[src/design/bffa_pkg.sv]
// Package for the bitmap first-fit allocator: sizes, request and status codes,
// and the command and status structs between the controller and the datapath.
// No dependencies.
package bffa_pkg;

  localparam int ITEMS    = 4096;
  localparam int MAX_RUN  = 16;
  localparam int WORD_W   = 64;
  localparam int WORDS    = ITEMS / WORD_W;
  localparam int ADDR_W   = $clog2(WORDS);
  localparam int BIT_W    = $clog2(WORD_W);
  localparam int ITEM_W   = 13;
  localparam int KIND_W   = 3;
  localparam int RL_W     = 5;
  localparam int STAT_W   = 2;
  localparam int RUN_IDX_W = (MAX_RUN > 1) ? $clog2(MAX_RUN) : 1;

  localparam logic [KIND_W-1:0] KIND_QUERY     = 3'd0;
  localparam logic [KIND_W-1:0] KIND_MARK_USED = 3'd1;
  localparam logic [KIND_W-1:0] KIND_MARK_FREE = 3'd2;
  localparam logic [KIND_W-1:0] KIND_FIND_FREE = 3'd3;
  localparam logic [KIND_W-1:0] KIND_ALLOC_RUN = 3'd4;

  localparam logic [STAT_W-1:0] ST_OK    = 2'd0;
  localparam logic [STAT_W-1:0] ST_NONE  = 2'd1;
  localparam logic [STAT_W-1:0] ST_RANGE = 2'd2;

  typedef enum logic [2:0] {
    EM_BAD,
    EM_ITEM,
    EM_FIND,
    EM_ZERO,
    EM_RUN,
    EM_SHORT
  } emit_sel_t;

  typedef struct packed {
    logic      latch;
    logic      item_rd;
    logic      item_mod;
    logic      scan_start;
    logic      scan_step;
    logic      emit;
    emit_sel_t emit_sel;
  } dp_cmd_t;

  typedef struct packed {
    logic [KIND_W-1:0] kind;
    logic              item_bad;
    logic              run_zero;
    logic              lim_zero;
    logic              hit;
    logic              full_after;
    logic              last_word;
    logic              run_short;
    logic              run_empty;
    logic              k_last;
  } dp_stat_t;

endpackage

[src/design/bffa_ctrl.sv]
// Controller of the allocator: sequences request decode, bitmap access, the
// word scan and result emission. Depends on bffa_pkg.
module bffa_ctrl (
  input  logic                clk,
  input  logic                rst_n,
  input  logic                start,
  output logic                busy,
  output bffa_pkg::dp_cmd_t   cmd,
  input  bffa_pkg::dp_stat_t  stat
);
  import bffa_pkg::*;

  typedef enum logic [3:0] {
    S_IDLE,
    S_DECODE,
    S_ITEM_RD,
    S_ITEM_MOD,
    S_SCAN_RD,
    S_SCAN_PICK,
    S_EMIT_RUN,
    S_EMIT
  } state_t;

  state_t    state_r;
  state_t    state_nxt;
  emit_sel_t em_sel_r;
  emit_sel_t em_sel_nxt;
  logic      busy_r;

  always_comb begin
    state_nxt  = state_r;
    em_sel_nxt = em_sel_r;
    cmd        = '0;
    cmd.emit_sel = em_sel_r;
    case (state_r)
      S_IDLE: begin
        if (start) begin
          cmd.latch = 1'b1;
          state_nxt = S_DECODE;
        end
      end
      S_DECODE: begin
        case (stat.kind)
          KIND_QUERY, KIND_MARK_USED, KIND_MARK_FREE: begin
            if (stat.item_bad) begin
              em_sel_nxt = EM_BAD;
              state_nxt  = S_EMIT;
            end else begin
              state_nxt = S_ITEM_RD;
            end
          end
          KIND_FIND_FREE: begin
            if (stat.lim_zero) begin
              em_sel_nxt = EM_FIND;
              state_nxt  = S_EMIT;
            end else begin
              state_nxt = S_SCAN_RD;
            end
          end
          KIND_ALLOC_RUN: begin
            if (stat.run_zero) begin
              em_sel_nxt = EM_ZERO;
              state_nxt  = S_EMIT;
            end else if (stat.lim_zero) begin
              em_sel_nxt = EM_SHORT;
              state_nxt  = S_EMIT;
            end else begin
              state_nxt = S_SCAN_RD;
            end
          end
          default: begin
            em_sel_nxt = EM_BAD;
            state_nxt  = S_EMIT;
          end
        endcase
      end
      S_ITEM_RD: begin
        cmd.item_rd = 1'b1;
        state_nxt   = S_ITEM_MOD;
      end
      S_ITEM_MOD: begin
        cmd.item_mod = 1'b1;
        em_sel_nxt   = EM_ITEM;
        state_nxt    = S_EMIT;
      end
      S_SCAN_RD: begin
        cmd.scan_start = 1'b1;
        state_nxt      = S_SCAN_PICK;
      end
      S_SCAN_PICK: begin
        cmd.scan_step = 1'b1;
        if (stat.kind == KIND_FIND_FREE) begin
          if (stat.hit || stat.last_word) begin
            em_sel_nxt = EM_FIND;
            state_nxt  = S_EMIT;
          end
        end else if (stat.hit) begin
          if (stat.full_after) begin
            state_nxt = S_EMIT_RUN;
          end
        end else if (stat.last_word) begin
          if (stat.run_empty) begin
            em_sel_nxt = EM_SHORT;
            state_nxt  = S_EMIT;
          end else begin
            state_nxt = S_EMIT_RUN;
          end
        end
      end
      S_EMIT_RUN: begin
        cmd.emit     = 1'b1;
        cmd.emit_sel = EM_RUN;
        if (stat.k_last) begin
          if (stat.run_short) begin
            em_sel_nxt = EM_SHORT;
            state_nxt  = S_EMIT;
          end else begin
            state_nxt = S_IDLE;
          end
        end
      end
      S_EMIT: begin
        cmd.emit  = 1'b1;
        state_nxt = S_IDLE;
      end
      default: begin
        state_nxt = S_IDLE;
      end
    endcase
  end

  always_ff @(posedge clk) begin
    if (!rst_n) begin
      state_r  <= S_IDLE;
      em_sel_r <= EM_BAD;
      busy_r   <= 1'b0;
    end else begin
      state_r  <= state_nxt;
      em_sel_r <= em_sel_nxt;
      busy_r   <= (state_nxt != S_IDLE);
    end
  end

  assign busy = busy_r;

endmodule

[config.mk]
export PLATFORM = sky130hd
export DESIGN_NAME = bffa_ctrl
export DESIGN_NICKNAME = d
export VERILOG_FILES = /design/src/design/bffa_pkg.sv /design/src/design/bffa_ctrl.sv
export SDC_FILE = /design/constraint.sdc
export NUM_CORES = 1
export LEC_CHECK = 0
export BUFFER_PORTS_ARGS = -buffer_cell sky130_fd_sc_hd__buf_2
export CORE_MARGIN = 4
export CORE_UTILIZATION = 35
export CTS_BUF_LIST = sky130_fd_sc_hd__clkbuf_2 sky130_fd_sc_hd__clkbuf_4 sky130_fd_sc_hd__clkbuf_8
export DETAILED_ROUTE_END_ITERATION = 10
export GPL_ROUTABILITY_DRIVEN = 1
export GPL_TIMING_DRIVEN = 0
export PLACE_DENSITY = 0.68
export SETUP_SLACK_MARGIN = 0.05
export SYNTH_ARGS = -nofsm -noshare
export SYNTH_HDL_FRONTEND = slang
export SYNTH_SLANG_ARGS = --single-unit
[constraint.sdc]
create_clock -name clk -period 2 [get_ports clk]
set_input_delay 0.2 -clock clk [delete_from_list [all_inputs] [get_ports clk]]
set_output_delay 0.2 -clock clk [all_outputs]
set_load 0.02 [all_outputs]
==> reports/qor.csv <==
stage;metric;value;unit
pwr;sequential group share of total power;0.457;
global_routing;first-pass GRT wire length;3.15;mm
detailed_routing;WL/cell;12.2;um
setup_path;peak fanout along the critical path;10;
clock_tree;CTS tree;done;
final_layout;share of layout cells above drive strength 1;0.279;
timing;Worst-Margin Slew;0.510;ns
timing;Tcrit/Tclk final;0.885;
die;FP Rows;16;
timing;RSZ-0062 raised after global routing;true;
final_layout;final cell count without fillers;156;
timing;f_max;0.565;GHz
pwr;Logic pwr share;0.204;
setup_path;CP Launch Type;flop;
global_routing;total grt overflow;0;
synthesis;Mapped Area;729;sq um
final_layout;ANT cells;0;
synthesis;cell count after synthesis;102;
setup_path;Critical Path End Type;output pin;
placement;placed insts;153;
final_layout;fillcell total;228;
placement;detailed placement HPWL;1.50;mm
die;io pins;25;
die;Core ar.;1960;sq um
clock_tree;Clock Latency Late Sink;0.25;ns
die;die height;53.7;um
timing;final setup violation count;0;
timing;Clock Skew;0.00985;ns
setup_path;CP arrival;1.57;ns
timing;Final Max Slew Viols;0;
timing;worst relative slew slack;0.660;
worst_hold_path;Min-Delay Path Class;in -> reg;
detailed_routing;DRC Markers;0;
clock_tree;number of H-tree levels;1;
synthesis;post-synthesis register bit count;8;
die;Die ar.;2880;sq um
final_layout;fin nets;146;
synthesis;EDFF count, synth;0;
synthesis;Yosys warning count;0;
die;Die X;53.7;um
clock_tree;clk sinks;8;
detailed_routing;DRT Pass-1 Iters;4;
placement;Placer Congestion;0.794;
synthesis;mean area per synthesized cell;7.15;sq um
clock_tree;CTS Buffer Depth;2;
detailed_routing;remaining antenna violation count;0;
pwr;Pwr Density;391;nW/um^2
flow_run;max-cap violations;0;
detailed_routing;DRT iter0 DRCs;15;
timing;worst hold slack;0.262;ns
global_routing;antenna violations before repair;0;
timing;Fin Setup TNS;0;ns
final_layout;Area Growth Syn to Fin;26.4;%
pwr;Leak;0.425;nW
global_routing;vias in the first global route;760;
timing;Final Hold Viols;0;
detailed_routing;final WL;1.90;mm
synthesis;fraction of registers with async set/reset;0;
clock_tree;TritonCTS buffer count;3;
detailed_routing;vias;849;
placement;Placement Setup Slack;0.178;ns
timing;fin worst setup slack;0.229;ns
clock_tree;hold-fix buffer count after cts;0;
placement;Port Buffer Count;24;
synthesis;Synth Flop Type;dfxtp_1;
setup_path;CP required;1.80;ns
synthesis;Net Count, Synth;117;
global_routing;GRT Util Overall;0.147;
synthesis;Yosys cell types;39;
pwr;P_int;0.263;mW
pwr;clock share of power;0.338;
synthesis;Seq/Total Area, Yosys;0.220;
pwr;Sw Pwr;0.0971;mW
pwr;sw frac;0.269;
die;Initial Util;0.372;
detailed_routing;routed vias/inst;5.44;
clock_tree;clock-pin slew on the worst setup and hold paths;0.06;ns
status;status;finished clean;
global_routing;largest net degree at the start of global routing;11;
timing;Tmin final;1.77;ns
clock_tree;root buffer cell;clkbuf_4;
setup_path;kind of critical path;reg -> out;
pwr;Peak VDD IR;0.205;mV
[Yosys cell counts (2+ instances only)]
library cell  number  area share
a2111oi_0          2       0.024
a21boi_0           2       0.021
a21oi_1            4       0.027
a31oi_1            3       0.026
and2_1             2       0.017
and3b_1            2       0.024
buf_6              2       0.031
clkbuf_1           5       0.026
dfxtp_1            8        0.22
inv_1              7       0.036
mux2i_1            3       0.041
nand2_1           13       0.067
nand2b_1           2       0.017
nand3_1            3       0.021
nor2_1             6       0.031
nor2b_1            4       0.034
nor3_1             4       0.027
nor4bb_1           2       0.027
o21ai_0            5       0.034
o22ai_1            2       0.017
o31ai_1            2       0.021
or2_2              2       0.017
[logic make-up (layout without fill, tap and decap cells)]
kind of cell    Yosys count  after routing  share of synthesized area
simple gates             47             47                      0.362
flops                     8              8                      0.220
buf+inv                  14             41                     0.0926
xor+xnor                  1              1                     0.0120
other cells               1              1                    0.00514
mux                       4              4                     0.0566
compound gates           27             27                      0.252
[worst paths after layout]
kind	from	to	slack, ns	depth (start not counted)
max reg2reg	state_r[3]	em_sel_r[2]	0.23	6
min	rst_n	em_sel_r[1]	0.26	3
min reg2reg	em_sel_r[2]	em_sel_r[2]	0.46	2
max	state_r[3]	cmd[2]	0.23	4
[repair_timing]
item                       in CTS  in global routing
setup endpoints to repair       3                  4
setup buffers                   0                  0
resized for setup               1                  3
gates cloned                    0                  0
[critical path, cell delays in order, from the launching register on]
cell and delay (ns):
dfxtp_1 0.34, clkbuf_1 0.42, nor4bb_4 0.12, or2_2 0.29, buf_2 0.16
[routing by layer]
layer	global-route usage	up-vias	wire, um
li1	-	422	-
met1	0.179	385	830
met2	0.251	40	931
met3	0.0388	2	138
met4	0.0468	0	1
met5	0	-	0
[layout by cell type (no fill, tap or decap), types with 2 or more instances in the layout]
cell type  count
a2111oi_0      2
a21boi_0       2
a21oi_1        4
a31oi_1        3
and2_1         2
and3b_1        2
buf_2         24
buf_6          2
clkbuf_1       4
clkbuf_4       3
dfxtp_1        8
inv_1          7
mux2i_1        3
nand2_1       13
nand2b_1       2
nand3_1        3
nor2_1         6
nor2b_1        4
nor3_1         4
o21ai_0        5
o22ai_1        2
o31ai_1        2
or2_2          2
[sequential cells by signal, indices dropped and copies added, names as in the netlist]
register  count
state_r       4
busy          1
em_sel_r      3
[through the flow]
| step | util | instance area, sq um | power, mW |
|---|---|---|---|
| floorplan | - | 729 | 0.208 |
| global placement | 0.450 | 883 | 0.237 |
| detailed placement | 0.450 | 883 | 0.239 |
| CTS | 0.465 | 912 | 0.366 |
| global route | 0.470 | 922 | 0.384 |
| finish | 0.470 | 922 | 0.360 |
[power groups by stage]
stage / Combinational [mW] / Clock (mW) / Sequential [mW]
floorplan: 0.0392 / 0 / 0.169
global placement: 0.0692 / 0 / 0.168
detailed placement: 0.0713 / 0 / 0.168
CTS: 0.0720 / 0.129 / 0.165
global route: 0.0818 / 0.138 / 0.165
finish: 0.0736 / 0.122 / 0.165
[cell type report]
class / instances / area (sq um) / share of cell area
inverters: 7 / 26.3 / 0.0285
clock buffers: 3 / 22.5 / 0.0244
flip-flops and latches: 8 / 160 / 0.174
repair buffers: 24 / 120 / 0.130
plain buffers: 7 / 42.5 / 0.0461
well taps: 27 / 33.8 / 0.0366
multi-input cells: 80 / 517 / 0.560
Power figures use the tool's default switching activity.
